[src/rtl/calorimeter_hit_accumulator_core_defines.svh]
// Assertion macros shared by the accumulator RTL.
`ifndef CALORIMETER_HIT_ACCUMULATOR_CORE_DEFINES_SVH
`define CALORIMETER_HIT_ACCUMULATOR_CORE_DEFINES_SVH

// Same-cycle implication, sampled on clock, off during reset.
`define CHA_ASSERT_IMP(lbl, ante, cons, msg) \
   lbl: assert property (@(posedge clock) disable iff (reset) (ante) |-> (cons)) \
      else $error(msg);

// Next-cycle implication, sampled on clock, off during reset.
`define CHA_ASSERT_NXT(lbl, ante, cons, msg) \
   lbl: assert property (@(posedge clock) disable iff (reset) (ante) |=> (cons)) \
      else $error(msg);

`endif

[src/rtl/chacc_pkg.sv]
// Shared types and constants of the calorimeter hit accumulator.
`default_nettype none
package chacc_pkg;

   localparam int unsigned CHANNELS_DEF = 16384;
   localparam int unsigned CHAN_W       = 14;
   localparam int unsigned ENERGY_W     = 24;
   localparam int unsigned TIME_W       = 32;

   localparam logic [ENERGY_W-1:0] ENERGY_MAX  = '1;
   localparam logic [ENERGY_W-1:0] ENERGY_ZERO = '0;
   localparam logic [TIME_W-1:0]   TIME_INIT   = '1;

   localparam logic ACTION_ADD  = 1'b0;
   localparam logic ACTION_READ = 1'b1;

   typedef struct packed {
      logic                action;
      logic [CHAN_W-1:0]   channel;
      logic [ENERGY_W-1:0] deposit_energy;
      logic [TIME_W-1:0]   deposit_time;
   } req_type;

   typedef struct packed {
      logic [CHAN_W-1:0]   hit_channel;
      logic [ENERGY_W-1:0] hit_energy;
      logic [TIME_W-1:0]   hit_time;
   } rsp_type;

   typedef struct packed {
      logic write;
      logic emit;
   } upd_ctl_type;

endpackage
`default_nettype wire

[src/rtl/chacc_clear.sv]
// Post-reset sweep that writes the reset value into every channel entry.
`default_nettype none
module chacc_clear #(
   parameter int unsigned CHANNELS = chacc_pkg::CHANNELS_DEF
) (
   input  wire logic                        clock,
   input  wire logic                        reset,
   output      logic                        busy,
   output      logic [$clog2(CHANNELS)-1:0] addr
);
   import chacc_pkg::*;

   localparam int unsigned ADDR_W = $clog2(CHANNELS);
   localparam logic [ADDR_W-1:0] LAST_ADDR = ADDR_W'(CHANNELS - 1);

   typedef enum logic [1:0] {
      CLR_SWEEP = 2'b01,
      CLR_DONE  = 2'b10
   } clr_state_type;

   clr_state_type     state_ff, state_in;
   logic [ADDR_W-1:0] addr_ff, addr_in;

   always_comb begin
      state_in = state_ff;
      addr_in  = addr_ff;
      case (state_ff)
         CLR_SWEEP: begin
            addr_in = addr_ff + 1'b1;
            if (addr_ff == LAST_ADDR) begin
               state_in = CLR_DONE;
            end
         end
         CLR_DONE: begin
            addr_in = addr_ff;
         end
         default: begin
            state_in = CLR_SWEEP;
            addr_in  = '0;
         end
      endcase
   end

   always_ff @(posedge clock) begin
      if (reset) begin
         state_ff <= CLR_SWEEP;
         addr_ff  <= '0;
      end else begin
         state_ff <= state_in;
         addr_ff  <= addr_in;
      end
   end

   assign busy = (state_ff == CLR_SWEEP);
   assign addr = addr_ff;
endmodule
`default_nettype wire

[config.mk]
export PLATFORM = sky130hd
export DESIGN_NAME = chacc_clear
export DESIGN_NICKNAME = d
export VERILOG_FILES = /design/src/rtl/calorimeter_hit_accumulator_core_defines.svh /design/src/rtl/chacc_pkg.sv /design/src/rtl/chacc_clear.sv
export SDC_FILE = /design/constraint.sdc
export NUM_CORES = 1
export LEC_CHECK = 0
export ABC_CLOCK_PERIOD_IN_PS = 1300
export BUFFER_PORTS_ARGS = -buffer_cell sky130_fd_sc_hd__buf_2
export CAP_MARGIN = 20
export CORE_MARGIN = 5
export CORE_UTILIZATION = 45
export DETAILED_ROUTE_END_ITERATION = 10
export GPL_ROUTABILITY_DRIVEN = 1
export GPL_TIMING_DRIVEN = 0
export PLACE_DENSITY = 0.82
export SKIP_CTS_REPAIR_TIMING = 1
export SYNTH_ARGS = -nofsm -noshare
export SYNTH_HDL_FRONTEND = slang
export SYNTH_SLANG_ARGS = --single-unit
[constraint.sdc]
create_clock -name clock -period 1.3 [get_ports clock]
set_input_delay 0.325 -clock clock [delete_from_list [all_inputs] [get_ports clock]]
set_output_delay 0.325 -clock clock [all_outputs]
set_load 0.1 [all_outputs]
## Word-level counts from Yosys, hierarchy flattened

Cells that the tools add are included.

| storage, ports and cells | value |
|---|---|
| register bits after elaboration | 16 |
| input port bits | 2 |
| output and inout bits | 15 |
| word-level logic and storage cells | 12 |

| operators by class | value |
|---|---|
| add/subtract/negate cells | 1 |
| equal/unequal tests | 4 |
| mux-type cells | 3 |
| bitwise gates (word level) | 1 |
| reductions and logical operators | 1 |

Operators with widths:

| cell | count |
|---|---|
| 14-bit case mux with 2 select lines | 1 |
| 14-bit by 1-bit adder with 14-bit output, second input constant | 1 |
| 14-bit == test, second input constant | 1 |
| 2-bit case mux with 2 select lines | 1 |
| 2-bit by 1-bit == test with 1-bit output, second input constant | 1 |
| 2-bit == test, second input constant | 1 |
| 2-bit two-way mux | 1 |
| 2-bit by 1-bit inequality test with 1-bit output, second input constant | 1 |
| 2-bit AND reduction | 1 |
| 1-bit NOT | 1 |

## Depth between registers and ports, before layout

Gate-level depths: netlist of run 1.

| depth | value |
|---|---|
| word-level depth | 3 |
| mapped depth | 5 |
| mapped depth without buffers | 5 |

## Worst setup path after synthesis of run 1

Ideal clock, no wire load.

| timing | value |
|---|---|
| path type | register to register |
| start | register addr_ff[2], in the netlist addr[2] |
| end | register addr_ff[13], in the netlist addr[13] |
| library setup time | 0.070 ns |
| data arrival time | 2.063 ns |
| data required time | 1.230 ns |
| setup slack | -0.833 ns |
| stages on the path, launching flop included | 5 |
| path buffers | 0 |
| period minus slack after synthesis | 2.133 ns |
| cells stage by stage | dfxtp_1 -> and4b_2 -> nand3_1 -> or3_1 -> a21oi_1 |

| between the ends | value |
|---|---|
| word-level cells in the longest chain between the ends | 2 |

Ends and longest elaborated chain:

| element | line | text |
|---|---|---|
| from (decl) | chacc_clear.sv:22 | `logic [ADDR_W-1:0] addr_ff, addr_in;` |
| from (signal assigned) | chacc_clear.sv:50 | `addr_ff <= addr_in;` |
| 14-bit by 1-bit adder with 14-bit output | chacc_clear.sv:29 | `addr_in = addr_ff + 1'b1;` |
| 14-bit case mux with 2 select lines | chacc_clear.sv:27 | `case (state_ff)` |

No other way between the ends.
A chain may end at the register's enable or synchronous reset.

## Worst setup path after layout of run 1

| timing | value |
|---|---|
| start | register state_ff[1] |
| end | output port busy |

| between the ends | value |
|---|---|
| word-level cells in the longest chain between the ends | 1 |

Ends and longest elaborated chain:

| element | line | text |
|---|---|---|
| from (decl) | chacc_clear.sv:21 | `clr_state_type state_ff, state_in;` |
| from (signal assigned) | chacc_clear.sv:49 | `state_ff <= state_in;` |
| 2-bit by 1-bit == test with 1-bit output | chacc_clear.sv:54 | `assign busy = (state_ff == CLR_SWEEP);` |
| to (decl) | chacc_clear.sv:8 | `output logic busy,` |

No other way between the ends.

==> results of run 1 <==
## worst max path at each step
stage	startpoint	to	cells after the start
after CTS	state_ff[1]	busy	4
after floorplan	state_ff[1]	addr[4]	5
final	state_ff[1]	busy	4
after detailed placement	reset	addr[7]	5
after global placement	state_ff[1]	busy	4
after global routing	state_ff[1]	busy	4
## registers in the layout, summed over array words and instances, names as in the netlist
name and count:
addr 14, state_ff 2
## worst max-delay path: stages (launching register included)
cell and delay [ns]:
sky130_fd_sc_hd__dfxtp_2 0.33, sky130_fd_sc_hd__buf_6 0.11, sky130_fd_sc_hd__nand2b_4 0.14, sky130_fd_sc_hd__clkinvlp_4 0.12, sky130_fd_sc_hd__buf_12 0.18
## power by group through the flow
stage / sequential [W] / combinational, W / clock, W
6_report: 0.000495 / 0.000138 / 0.000338
5_1_grt: 0.000498 / 0.000144 / 0.000364
4_1_cts: 0.000494 / 0.000111 / 0.000342
3_5_place_dp: 0.000505 / 0.000111 / 0
3_3_place_gp: 0.000504 / 0.000106 / 0
2_1_floorplan: 0.000561 / 0.0000357 / 0
## per-layer routing
layer | track usage [%] | vias up | share of wire (%)
met5 | 0 | - | 0
met3 | 2.58 | 7 | 4.2
li1 | - | 401 | -
met4 | 10.5 | 0 | 2.4
met1 | 17.6 | 381 | 41
met2 | 27.1 | 26 | 53
## logic make-up (layout without fill, tap and decap cells)
family	count (synthesis)	after routing	share of synthesized area [%]
AO/OA/AOI/OAI	19	19	15.5
AND/OR/NAND/NOR	44	44	31.3
buffers and inverters	4	36	2.88
adder cells (fa/ha/maj)	1	1	1.60
XOR/XNOR	7	7	7.83
flip-flops	16	16	40.9
## cells in the mapped netlist, types with 2 or more instances
cell	number
sky130_fd_sc_hd__nand2_1	6
sky130_fd_sc_hd__nor3_1	2
sky130_fd_sc_hd__dfxtp_1	16
sky130_fd_sc_hd__xnor2_1	4
sky130_fd_sc_hd__a21oi_1	4
sky130_fd_sc_hd__a22oi_1	3
sky130_fd_sc_hd__and3_1	2
sky130_fd_sc_hd__nand3b_1	2
sky130_fd_sc_hd__nand3_1	6
sky130_fd_sc_hd__xor2_1	3
sky130_fd_sc_hd__nand4_1	4
sky130_fd_sc_hd__inv_1	2
sky130_fd_sc_hd__and4_1	3
sky130_fd_sc_hd__o21ai_0	6
sky130_fd_sc_hd__nor2_1	12
## layout by cell type (no fill, tap or decap), drive strengths merged
cell type and instances:
nand3b 2, a21o 1, xor2 3, a21boi 1, clkbuf 5, nand2b 1, nand4b 1, clkinvlp 1
nand3 6, nor3b 1, a32oi 1, o31a 1, xnor2 4, nor2b 1, nand4 4, dfxtp 16
ha 1, nor2 12, nand2 6, o311ai 1, o21a 1, buf 29, or2b 1, o21ai 6
and4 3, and4b 1, nor3 2, a21oi 4, or3 1, a22oi 3, and3 2, inv 1
## final cells by class
type                    instances  share of cell area (%)
flip-flops and latches         16                    29.5
repair buffers                 28                    21.4
multi-input cells              71                    42.5
well taps                      17                    1.70
clock buffers                   4                    2.90
inverters                       2                   0.899
plain buffers                   2                    1.20
## stage by stage
stage / area [um2] / setup TNS [ns] / hold slack (ns)
floorplan: 876 / -0.889 / 0.492
global placement: 972 / -0.255 / 0.463
detailed placement: 972 / -0.496 / 0.484
CTS: 1010 / -2.69 / 0.364
global route: 1250 / -1.00 / 0.475
finish: 1250 / -0.339 / 0.449
==> metrics.txt, run 1 <==
# TYPE chip_impl_metric gauge
chip_impl_info{name="tritoncts_clock_tree",value="built"} 1
chip_impl_metric{name="final_worst_path_setup_slack",unit="ns"} -0.215
chip_impl_metric{name="ir_worst_vdd",unit="uV"} 684
chip_impl_metric{name="globalplace.congestion",unit=""} 0.776
chip_impl_metric{name="edff_count_synth",unit=""} 0
chip_impl_info{name="worstSetupPathType",value="reg2out"} 1
chip_impl_metric{name="drt_first_iter_violations",unit=""} 19
chip_impl_metric{name="antenna_cells_inserted",unit=""} 0
chip_impl_metric{name="first_pass_grt_wire_length",unit="um"} 3060
chip_impl_metric{name="post_route_cells_drive_above_1_share",unit="%"} 51.2
chip_impl_metric{name="ys_seq_elements",unit=""} 16
chip_impl_metric{name="netSwitchingFraction",unit="%"} 28.2
chip_impl_metric{name="postSynthCellCount",unit=""} 91
chip_impl_metric{name="p_seq_share",unit="%"} 51.0
chip_impl_metric{name="period_minus_slack",unit="ns"} 1.52
chip_impl_metric{name="p_int",unit="W"} 0.000697
chip_impl_metric{name="max_clk_rate",unit="GHz"} 0.660
chip_impl_info{name="failed_checks",value="negative setup slack"} 1
chip_impl_metric{name="p_total",unit="W"} 0.000971
chip_impl_metric{name="cts_made_buffers",unit=""} 3
chip_impl_metric{name="num_vias",unit=""} 815
chip_impl_metric{name="max_cap_violations",unit=""} 0
chip_impl_info{name="worstSetupStartpointType",value="flop"} 1
chip_impl_info{name="yosys.area.top_type",value="sky130_fd_sc_hd__dfxtp_1"} 1
chip_impl_metric{name="avgViaCountPerCell",unit=""} 5.82
chip_impl_metric{name="die_h",unit="um"} 51.7
chip_impl_metric{name="drc_violation_count_after_routing",unit=""} 0
chip_impl_metric{name="row_count",unit=""} 15
chip_impl_metric{name="route.final.wire_length",unit="um"} 2220
chip_impl_metric{name="synth.net_count",unit=""} 94
chip_impl_metric{name="post-place-ws",unit="ns"} -0.194
chip_impl_metric{name="min_period_over_period",unit="%"} 117
chip_impl_metric{name="insertion_delay_to_the_later_sink_of_the_worst_skew_pair",unit="ns"} 0.30
chip_impl_metric{name="postSynth.asyncResetShare",unit="%"} 0
chip_impl_metric{name="yosysWarningCount",unit=""} 0
chip_impl_metric{name="powerDensity",unit="mW/mm2"} 775
chip_impl_info{name="hold_start",value="reset"} 1
chip_impl_metric{name="fp.dieArea",unit="mm2"} 0.00267
chip_impl_metric{name="worst_slew_pin_slew",unit="ns"} 0.533
chip_impl_metric{name="antenna_violating_nets_post_route",unit=""} 0
chip_impl_metric{name="ys_seq_area_share",unit="%"} 40.9
chip_impl_info{name="synth_top_cells_by_area",value="sky130_fd_sc_hd__dfxtp_1, sky130_fd_sc_hd__nor2_1, sky130_fd_sc_hd__xnor2_1, sky130_fd_sc_hd__nand3_1, sky130_fd_sc_hd__o21ai_0"} 1
chip_impl_metric{name="instances_no_fill",unit=""} 140
chip_impl_metric{name="register_area",unit="um2"} 369
chip_impl_metric{name="timing.critical_path.arrival",unit="ns"} 1.19
chip_impl_metric{name="final-hold-violation-count",unit=""} 0
chip_impl_metric{name="post_synth_top_area_share",unit="%"} 40.9
chip_impl_metric{name="placement.io_buffers",unit=""} 15
chip_impl_info{name="rsz_0062_raised_after_global_routing",value="true"} 1
chip_impl_metric{name="count_of_distinct_cell_types_in_the_synthesized_netlist",unit=""} 31
chip_impl_info{name="worst_hold_path.endpoint",value="addr[4]"} 1
chip_impl_metric{name="grt_antenna_before_repair",unit=""} 0
chip_impl_metric{name="start_util",unit="%"} 46.4
chip_impl_info{name="timing.rr.start",value="state_ff[1]"} 1
chip_impl_metric{name="final-setup-viol-count",unit=""} 6
chip_impl_metric{name="dpl.hpwl",unit="um"} 1370
chip_impl_metric{name="grt_usage",unit="%"} 15.7
chip_impl_metric{name="fin_nets",unit=""} 127
chip_impl_metric{name="clock_power_share",unit="%"} 34.8
chip_impl_metric{name="clkTransAtPathRegs",unit="ns"} 0.10
chip_impl_metric{name="power_switching",unit="W"} 0.000274
chip_impl_metric{name="h-tree-depth",unit=""} 1
chip_impl_metric{name="post_synthesis_instance_area",unit="um2"} 783
chip_impl_metric{name="timing.critical_path.required",unit="ns"} 0.98
chip_impl_metric{name="relSlewSlack",unit="%"} 64.4
chip_impl_metric{name="grt_overflow_total",unit=""} 0
chip_impl_metric{name="die_w",unit="um"} 51.7
chip_impl_metric{name="clock-skew-final",unit="ns"} 0.00600
chip_impl_metric{name="first_pass_iters",unit=""} 4
chip_impl_metric{name="final_core_area_utilization",unit="%"} 74.1
chip_impl_metric{name="multi_input_comb_area",unit="um2"} 532
chip_impl_metric{name="filler_cell_count",unit=""} 116
chip_impl_metric{name="clock-sinks",unit=""} 16
chip_impl_metric{name="post_drt_wl_per_cell",unit="um"} 15.9
chip_impl_metric{name="static-leakage-power",unit="nW"} 0.492
chip_impl_metric{name="cp_max_fo",unit=""} 7
chip_impl_metric{name="max-clock-path-buffers",unit=""} 2
chip_impl_metric{name="comb_power_share",unit="%"} 14.2
chip_impl_metric{name="numPlacedInstances",unit=""} 123
chip_impl_metric{name="number_of_global_route_vias_before_repair",unit=""} 695
chip_impl_metric{name="grt_max_degree",unit=""} 10
chip_impl_info{name="end_kind",value="primary output"} 1
chip_impl_info{name="ctsRootBufferMaster",value="sky130_fd_sc_hd__clkbuf_4"} 1
chip_impl_metric{name="core_area",unit="mm2"} 0.00169
chip_impl_metric{name="r2r_cells",unit=""} 5
chip_impl_info{name="critical_path.reg2reg.endpoint",value="addr[13]"} 1
chip_impl_info{name="ys.flop_type",value="sky130_fd_sc_hd__dfxtp_1"} 1
chip_impl_metric{name="post_synth.cell_area_avg",unit="um2"} 8.61
chip_impl_metric{name="timing.final.max_slew_violations",unit=""} 0
chip_impl_metric{name="slack_of_the_worst_reg_to_reg_path",unit="ns"} -0.08
chip_impl_metric{name="timing.hold.worst_path_depth",unit=""} 2
chip_impl_metric{name="io_pins",unit=""} 17
chip_impl_metric{name="layout-area-overhead-vs-synth",unit="%"} 59.9
chip_impl_info{name="run_status",value="finished with violations"} 1
chip_impl_info{name="worst_hold_path_type",value="in2reg"} 1
Note: power is estimated with default switching activity, not from simulation.
==> run 2, diff against run 1 <==
--- a/config.mk
+++ b/config.mk
@@ -5,6 +5,7 @@
 export SDC_FILE = /design/constraint.sdc
 export NUM_CORES = 1
 export LEC_CHECK = 0
+export ABC_AREA = 1
 export ABC_CLOCK_PERIOD_IN_PS = 1300
 export BUFFER_PORTS_ARGS = -buffer_cell sky130_fd_sc_hd__buf_2
 export CAP_MARGIN = 20
@@ -13,7 +14,8 @@
 export DETAILED_ROUTE_END_ITERATION = 10
 export GPL_ROUTABILITY_DRIVEN = 1
 export GPL_TIMING_DRIVEN = 0
-export PLACE_DENSITY = 0.82
+export MAX_ROUTING_LAYER = met4
+export PLACE_DENSITY = 0.81
 export SKIP_CTS_REPAIR_TIMING = 1
 export SYNTH_ARGS = -nofsm -noshare
 export SYNTH_HDL_FRONTEND = slang
==> metrics.txt, run 2 <==
# TYPE chip_impl_metric gauge
chip_impl_info{name="failed_checks",value="negative setup slack"} 1
chip_impl_info{name="worst_hold_path_type",value="in2reg"} 1
chip_impl_metric{name="timing.critical_path.required",unit="ns"} 0.98
chip_impl_metric{name="die_h",unit="um"} 54.1
chip_impl_metric{name="post_synth.cell_area_avg",unit="um2"} 7.11
chip_impl_info{name="synth_top_cells_by_area",value="sky130_fd_sc_hd__dfxtp_1, sky130_fd_sc_hd__nand2_1, sky130_fd_sc_hd__a21oi_1, sky130_fd_sc_hd__inv_1, sky130_fd_sc_hd__nand3_1"} 1
chip_impl_metric{name="grt_usage",unit="%"} 15.5
chip_impl_metric{name="ir_worst_vdd",unit="uV"} 518
chip_impl_info{name="run_status",value="finished with violations"} 1
chip_impl_metric{name="period_minus_slack",unit="ns"} 1.42
chip_impl_metric{name="timing.final.max_slew_violations",unit=""} 0
chip_impl_metric{name="post-place-ws",unit="ns"} -0.112
chip_impl_metric{name="filler_cell_count",unit=""} 158
chip_impl_metric{name="cts_made_buffers",unit=""} 3
chip_impl_metric{name="yosysWarningCount",unit=""} 0
chip_impl_metric{name="largest_register_ff_count",unit=""} 14
chip_impl_metric{name="start_util",unit="%"} 46.0
chip_impl_metric{name="synth.net_count",unit=""} 126
chip_impl_metric{name="numPlacedInstances",unit=""} 166
chip_impl_metric{name="powerDensity",unit="mW/mm2"} 728
chip_impl_metric{name="timing.critical_path.arrival",unit="ns"} 1.10
chip_impl_metric{name="final-setup-viol-count",unit=""} 1
chip_impl_info{name="worstSetupStartpointType",value="flop"} 1
chip_impl_metric{name="row_count",unit=""} 16
chip_impl_metric{name="min_period_over_period",unit="%"} 109
chip_impl_metric{name="post_synth_top_area_share",unit="%"} 36.6
chip_impl_metric{name="worst_slew_pin_slew",unit="ns"} 0.283
chip_impl_metric{name="hold-worst-slack",unit="ns"} 0.264
chip_impl_metric{name="final-hold-violation-count",unit=""} 0
chip_impl_info{name="ctsRootBufferMaster",value="sky130_fd_sc_hd__clkbuf_4"} 1
chip_impl_metric{name="clock-sinks",unit=""} 16
chip_impl_metric{name="antenna_violating_nets_post_route",unit=""} 0
chip_impl_info{name="crit_start",value="state_ff[0]"} 1
chip_impl_metric{name="count_of_distinct_cell_types_in_the_synthesized_netlist",unit=""} 23
chip_impl_metric{name="postSynth.asyncResetShare",unit="%"} 0
chip_impl_metric{name="clock-skew-final",unit="ns"} 0.00141
chip_impl_metric{name="grt_overflow_total",unit=""} 0
chip_impl_metric{name="grt_max_degree",unit=""} 11
chip_impl_metric{name="avgViaCountPerCell",unit=""} 5.15
chip_impl_metric{name="max_clk_rate",unit="GHz"} 0.703
chip_impl_info{name="rsz_0062_raised_after_global_routing",value="true"} 1
chip_impl_metric{name="core_area",unit="mm2"} 0.00190
chip_impl_metric{name="static-leakage-power",unit="nW"} 0.491
chip_impl_metric{name="relSlewSlack",unit="%"} 81.1
chip_impl_metric{name="r2r_cells",unit=""} 6
chip_impl_metric{name="instances_no_fill",unit=""} 171
chip_impl_metric{name="first_pass_grt_wire_length",unit="um"} 3130
chip_impl_info{name="commonest_non_fill_non_tap_cell_in_the_layout",value="sky130_fd_sc_hd__nand2_1"} 1
chip_impl_info{name="timing.rr.start",value="addr[0]"} 1
chip_impl_metric{name="antenna_cells_inserted",unit=""} 0
chip_impl_metric{name="p_total",unit="W"} 0.000854
chip_impl_info{name="most_frequently_used_cell_type_in_the_post_synthesis_netlist",value="sky130_fd_sc_hd__nand2_1"} 1
chip_impl_metric{name="final_worst_path_setup_slack",unit="ns"} -0.123
chip_impl_metric{name="fin_tns_setup",unit="ns"} -0.123
chip_impl_metric{name="num_vias",unit=""} 880
chip_impl_metric{name="layout-area-overhead-vs-synth",unit="%"} 34.0
chip_impl_metric{name="drt_first_iter_violations",unit=""} 32
chip_impl_info{name="yosys-top-cells-count",value="sky130_fd_sc_hd__nand2_1, sky130_fd_sc_hd__dfxtp_1, sky130_fd_sc_hd__inv_1, sky130_fd_sc_hd__nor2_1, sky130_fd_sc_hd__a21oi_1"} 1
chip_impl_metric{name="insertion_delay_to_the_later_sink_of_the_worst_skew_pair",unit="ns"} 0.28
chip_impl_metric{name="cp_max_fo",unit=""} 6
chip_impl_metric{name="post_drt_wl_per_cell",unit="um"} 12.0
chip_impl_metric{name="die_w",unit="um"} 54.1
chip_impl_metric{name="postSynthCellCount",unit=""} 123
chip_impl_info{name="most_frequent_cells_in_the_layout",value="sky130_fd_sc_hd__nand2_1, sky130_fd_sc_hd__inv_1, sky130_fd_sc_hd__nor2_1, sky130_fd_sc_hd__dfxtp_4, sky130_fd_sc_hd__a21oi_1"} 1
chip_impl_metric{name="max_cap_violations",unit=""} 0
chip_impl_metric{name="slack_of_the_worst_reg_to_reg_path",unit="ns"} 0.02
chip_impl_info{name="cp-endpoint",value="busy"} 1
chip_impl_metric{name="dpl.hpwl",unit="um"} 1480
chip_impl_metric{name="grt_antenna_before_repair",unit=""} 0
chip_impl_metric{name="placement.io_buffers",unit=""} 16
chip_impl_info{name="ys.flop_type",value="sky130_fd_sc_hd__dfxtp_1"} 1
chip_impl_metric{name="ys_seq_elements",unit=""} 16
chip_impl_metric{name="first_pass_iters",unit=""} 6
chip_impl_metric{name="globalplace.congestion",unit=""} 0.918
chip_impl_metric{name="fp.dieArea",unit="mm2"} 0.00293
chip_impl_info{name="end_kind",value="primary output"} 1
chip_impl_metric{name="edff_count_synth",unit=""} 0
chip_impl_metric{name="clkTransAtPathRegs",unit="ns"} 0.09
chip_impl_metric{name="post_synthesis_instance_area",unit="um2"} 875
chip_impl_info{name="critical_path.reg2reg.endpoint",value="addr[8]"} 1
chip_impl_metric{name="ys_seq_area_share",unit="%"} 36.6
chip_impl_info{name="yosys.area.top_type",value="sky130_fd_sc_hd__dfxtp_1"} 1
chip_impl_metric{name="number_of_global_route_vias_before_repair",unit=""} 735
chip_impl_info{name="tritoncts_clock_tree",value="built"} 1
chip_impl_info{name="worstSetupPathType",value="reg2out"} 1
chip_impl_info{name="hold_start",value="reset"} 1
chip_impl_metric{name="route.final.wire_length",unit="um"} 2040
chip_impl_metric{name="io_pins",unit=""} 17
chip_impl_metric{name="post_route_cells_drive_above_1_share",unit="%"} 41.0
chip_impl_metric{name="fin_nets",unit=""} 149
chip_impl_metric{name="drc_violation_count_after_routing",unit=""} 0
chip_impl_metric{name="h-tree-depth",unit=""} 1
chip_impl_metric{name="max-clock-path-buffers",unit=""} 2
[run 2: worst max-delay path, stage by stage, from the launching register on]
cell and delay, ns:
sky130_fd_sc_hd__dfxtp_2 0.33, sky130_fd_sc_hd__inv_2 0.05, sky130_fd_sc_hd__nor2_4 0.12, sky130_fd_sc_hd__buf_6 0.14, sky130_fd_sc_hd__buf_12 0.17
[run 2: worst min path at each step]
stage	to	slack, ns	depth (start not counted)
2_1_floorplan	addr[10]	0.38	1
3_3_place_gp	addr[0]	0.46	1
3_5_place_dp	addr[0]	0.48	1
4_1_cts	addr[10]	0.27	2
5_1_grt	addr[10]	0.27	2
6_report	addr[10]	0.26	2
[run 2: metal layers]
layer	GRT usage (%)	wire (um)	vias to the layer above
met5	-	0	-
li1	-	-	445
met3	2.49	70	8
met2	25.4	1010	23
met1	17.3	913	404
met4	9.96	51	0
[run 2: power breakdown]
| part | internal, W | switching (W) |
|---|---|---|
| Combinational | 0.0000276 | 0.0000765 |
| Sequential | 0.000478 | 0.0000141 |
| Clock | 0.000108 | 0.000150 |
| Total | 0.000613 | 0.000240 |
[run 2: layout make-up]
cell class              instances  area, um2  share of cell area (%)
plain buffers                   1       11.3                   0.961
clock buffers                   3       22.5                    1.92
inverters                      16       60.1                    5.12
multi-input cells              90        503                    42.9
flip-flops and latches         16        370                    31.6
well taps                      27       33.8                    2.88
repair buffers                 18        171                    14.6
[run 2: cells by family after synthesis]
family | Yosys count | synth area share (%)
XOR/XNOR | 1 | 1.00
flip-flops | 16 | 36.6
buffers and inverters | 17 | 8.15
AO/OA/AOI/OAI | 26 | 17.6
AND/OR/NAND/NOR | 62 | 35.2
adder cells (fa/ha/maj) | 1 | 1.43
[run 2: stage by stage]
step,utilization (%),area [um2]
after floorplan,-,937
after global placement,55.3,1050
after detailed placement,55.3,1050
after CTS,56.4,1070
after global routing,61.6,1170
final,61.6,1170
==> run 3, diff against run 2 <==
--- a/config.mk
+++ b/config.mk
@@ -10,12 +10,12 @@
 export BUFFER_PORTS_ARGS = -buffer_cell sky130_fd_sc_hd__buf_2
 export CAP_MARGIN = 20
 export CORE_MARGIN = 5
-export CORE_UTILIZATION = 45
+export CORE_UTILIZATION = 47
 export DETAILED_ROUTE_END_ITERATION = 10
 export GPL_ROUTABILITY_DRIVEN = 1
 export GPL_TIMING_DRIVEN = 0
 export MAX_ROUTING_LAYER = met4
-export PLACE_DENSITY = 0.81
+export PLACE_DENSITY = 0.83
 export SKIP_CTS_REPAIR_TIMING = 1
 export SYNTH_ARGS = -nofsm -noshare
 export SYNTH_HDL_FRONTEND = slang
==> metrics.txt, run 3 (synthesized netlist as in run 2, its figures left out) <==
# TYPE chip_impl_metric gauge
chip_impl_metric{name="post-place-ws",unit="ns"} -0.108
chip_impl_metric{name="timing.hold.worst_path_depth",unit=""} 2
chip_impl_metric{name="h-tree-depth",unit=""} 1
chip_impl_metric{name="cp_max_fo",unit=""} 3
chip_impl_metric{name="final-setup-viol-count",unit=""} 1
chip_impl_metric{name="grt_max_degree",unit=""} 11
chip_impl_metric{name="post_drt_wl_per_cell",unit="um"} 12.1
chip_impl_metric{name="placement.io_buffers",unit=""} 16
chip_impl_metric{name="relSlewSlack",unit="%"} 80.7
chip_impl_metric{name="start_util",unit="%"} 50.1
chip_impl_metric{name="crit_buf_inv",unit=""} 3
chip_impl_metric{name="number_of_global_route_vias_before_repair",unit=""} 786
chip_impl_info{name="failed_checks",value="negative setup slack"} 1
chip_impl_metric{name="placement.cell_area",unit="mm2"} 0.00105
chip_impl_info{name="hold_start",value="reset"} 1
chip_impl_metric{name="route.layer.met1.wl",unit="um"} 919
chip_impl_metric{name="min_period_over_period",unit="%"} 106
chip_impl_metric{name="layout-area-overhead-vs-synth",unit="%"} 35.5
chip_impl_metric{name="clock-skew-final",unit="ns"} 0.00316
chip_impl_info{name="ctsRootBufferMaster",value="sky130_fd_sc_hd__clkbuf_4"} 1
chip_impl_metric{name="post_route_cell_area",unit="mm2"} 0.00118
chip_impl_metric{name="clkTransAtPathRegs",unit="ns"} 0.09
chip_impl_metric{name="powerDensity",unit="mW/mm2"} 720
chip_impl_metric{name="avgViaCountPerCell",unit=""} 5.17
chip_impl_metric{name="drc_violation_count_after_routing",unit=""} 0
chip_impl_metric{name="cts_made_buffers",unit=""} 3
chip_impl_metric{name="final-hold-violation-count",unit=""} 0
chip_impl_metric{name="worst_slew_pin_slew",unit="ns"} 0.288
chip_impl_metric{name="fin_tns_setup",unit="ns"} -0.0757
chip_impl_metric{name="route.final.wire_length",unit="um"} 2050
chip_impl_info{name="cpLargestDelayFamily",value="flip-flops"} 1
chip_impl_metric{name="die_w",unit="um"} 53.1
chip_impl_metric{name="post_route_cells_drive_above_1_share",unit="%"} 41.0
chip_impl_metric{name="static-leakage-power",unit="nW"} 0.493
chip_impl_metric{name="dpl.hpwl",unit="um"} 1540
chip_impl_metric{name="timing.critical_path.required",unit="ns"} 0.98
chip_impl_metric{name="antenna_cells_inserted",unit=""} 0
chip_impl_info{name="worstSetupStartpointType",value="flop"} 1
chip_impl_info{name="worst_hold_path.endpoint",value="addr[10]"} 1
chip_impl_metric{name="slowest_delay",unit="ns"} 0.33
chip_impl_metric{name="grt_antenna_before_repair",unit=""} 0
chip_impl_metric{name="core_area",unit="mm2"} 0.00175
chip_impl_metric{name="clock-sinks",unit=""} 16
chip_impl_metric{name="power_switching",unit="W"} 0.000240
chip_impl_metric{name="insertion_delay_to_the_later_sink_of_the_worst_skew_pair",unit="ns"} 0.28
chip_impl_metric{name="hold-worst-slack",unit="ns"} 0.282
chip_impl_info{name="worst_hold_path_type",value="in2reg"} 1
chip_impl_metric{name="antenna_violating_nets_post_route",unit=""} 0
chip_impl_metric{name="grt_overflow_total",unit=""} 0
chip_impl_info{name="rsz_0062_raised_after_global_routing",value="true"} 1
chip_impl_metric{name="max-clock-path-buffers",unit=""} 2
chip_impl_metric{name="largest_register_ff_count",unit=""} 14
chip_impl_metric{name="dr_wl_met2",unit="um"} 964
chip_impl_info{name="top_layer_used",value="met4"} 1
chip_impl_metric{name="io_pins",unit=""} 17
chip_impl_metric{name="max_cap_violations",unit=""} 0
chip_impl_info{name="commonest_non_fill_non_tap_cell_in_the_layout",value="sky130_fd_sc_hd__nand2_1"} 1
chip_impl_metric{name="fp.dieArea",unit="mm2"} 0.00282
chip_impl_metric{name="period_minus_slack",unit="ns"} 1.38
chip_impl_metric{name="row_count",unit=""} 15
chip_impl_metric{name="slack_of_the_worst_reg_to_reg_path",unit="ns"} 0.07
chip_impl_metric{name="die_h",unit="um"} 53.1
chip_impl_metric{name="r2r_cells",unit=""} 6
chip_impl_metric{name="timing.final.max_slew_violations",unit=""} 0
chip_impl_info{name="tritoncts_clock_tree",value="built"} 1
chip_impl_metric{name="globalplace.congestion",unit=""} 0.938
chip_impl_metric{name="met3_wirelength",unit="um"} 144
chip_impl_metric{name="clock_power_share",unit="%"} 30.0
chip_impl_metric{name="final_worst_path_setup_slack",unit="ns"} -0.0757
chip_impl_metric{name="num_vias",unit=""} 874
chip_impl_metric{name="first_pass_grt_wire_length",unit="um"} 3360
chip_impl_info{name="critical_path.reg2reg.endpoint",value="addr[8]"} 1
chip_impl_metric{name="fin_nets",unit=""} 149
chip_impl_metric{name="first_pass_iters",unit=""} 4
chip_impl_info{name="end_kind",value="primary output"} 1
chip_impl_metric{name="grt_usage",unit="%"} 16.5
chip_impl_metric{name="p_seq_share",unit="%"} 57.8
chip_impl_info{name="timing.rr.start",value="addr[1]"} 1
chip_impl_info{name="worstSetupPathType",value="reg2out"} 1
chip_impl_info{name="most_frequent_cells_in_the_layout",value="sky130_fd_sc_hd__nand2_1, sky130_fd_sc_hd__inv_1, sky130_fd_sc_hd__buf_6, sky130_fd_sc_hd__nor2_1, sky130_fd_sc_hd__dfxtp_4"} 1
chip_impl_info{name="cp_cell_sequence",value="inv_2 > nor2_4 > buf_6 > buf_12"} 1
chip_impl_metric{name="ir_worst_vdd",unit="uV"} 597
chip_impl_info{name="critical_path.slowest_cell",value="sky130_fd_sc_hd__dfxtp_2"} 1
chip_impl_metric{name="timing.critical_path.arrival",unit="ns"} 1.05
chip_impl_metric{name="netSwitchingFraction",unit="%"} 28.1
chip_impl_metric{name="drt_first_iter_violations",unit=""} 30
chip_impl_metric{name="p_int",unit="W"} 0.000613
chip_impl_metric{name="max_clk_rate",unit="GHz"} 0.727
chip_impl_info{name="run_status",value="finished with violations"} 1
chip_impl_metric{name="comb_power_share",unit="%"} 12.2
run 3: cell types whose count changed in the layout (fill, tap and decap cells not counted):
cell	delta
sky130_fd_sc_hd__buf_6	+4
sky130_fd_sc_hd__buf_4	-4
run 3: how the worst max path moves through the flow:
stage	depth (start not counted)	slack, ns	start	end
after floorplan	6	-0.06	addr[1]	addr[8]
after global placement	3	-0.11	state_ff[1]	busy
after detailed placement	3	-0.11	state_ff[1]	busy
after CTS	3	-0.42	state_ff[1]	busy
after global routing	4	-0.13	state_ff[0]	busy
final	4	-0.08	state_ff[0]	busy
run 3: metrics by stage:
step	instances	total power, W	util, %
after floorplan	123	0.000580	-
after global placement	164	0.000595	60.1
after detailed placement	164	0.000597	60.1
after CTS	167	0.000842	61.4
after global routing	169	0.000894	67.9
final	169	0.000853	67.9
run 3: worst register-to-register path, cell delays in order (launching register included):
cell	delay, ns
sky130_fd_sc_hd__dfxtp_4	0.39
sky130_fd_sc_hd__ha_4	0.14
sky130_fd_sc_hd__nand2_2	0.08
sky130_fd_sc_hd__nor2_4	0.16
sky130_fd_sc_hd__nand2_1	0.09
sky130_fd_sc_hd__o31ai_1	0.19
sky130_fd_sc_hd__nor2_1	0.07
run 3: layout make-up:
| class | count | area, um2 |
|---|---|---|
| Buffer | 1 | 11.3 |
| Fill cell | 151 | 561 |
| Clock buffer | 3 | 22.5 |
| Inverter | 16 | 60.1 |
| Multi-Input combinational cell | 90 | 503 |
| Timing Repair Buffer | 18 | 186 |
| Tap cell | 25 | 31.3 |
| Sequential cell | 16 | 370 |
run 3: power by group through the flow:
| stage | logic (W) | clock network, W | registers [W] |
|---|---|---|---|
| floorplan | 0.0000221 | 0 | 0.000558 |
| global placement | 0.0000934 | 0 | 0.000502 |
| detailed placement | 0.0000947 | 0 | 0.000502 |
| CTS | 0.0000949 | 0.000257 | 0.000491 |
| global route | 0.000111 | 0.000289 | 0.000494 |
| finish | 0.000104 | 0.000256 | 0.000493 |
run 3: routing by layer:
| metal | vias to the layer above | global-route usage [%] |
|---|---|---|
| li1 | 442 | - |
| met1 | 397 | 20.7 |
| met2 | 31 | 25.6 |
| met3 | 4 | 2.82 |
| met4 | 0 | 8.09 |
| met5 | - | - |
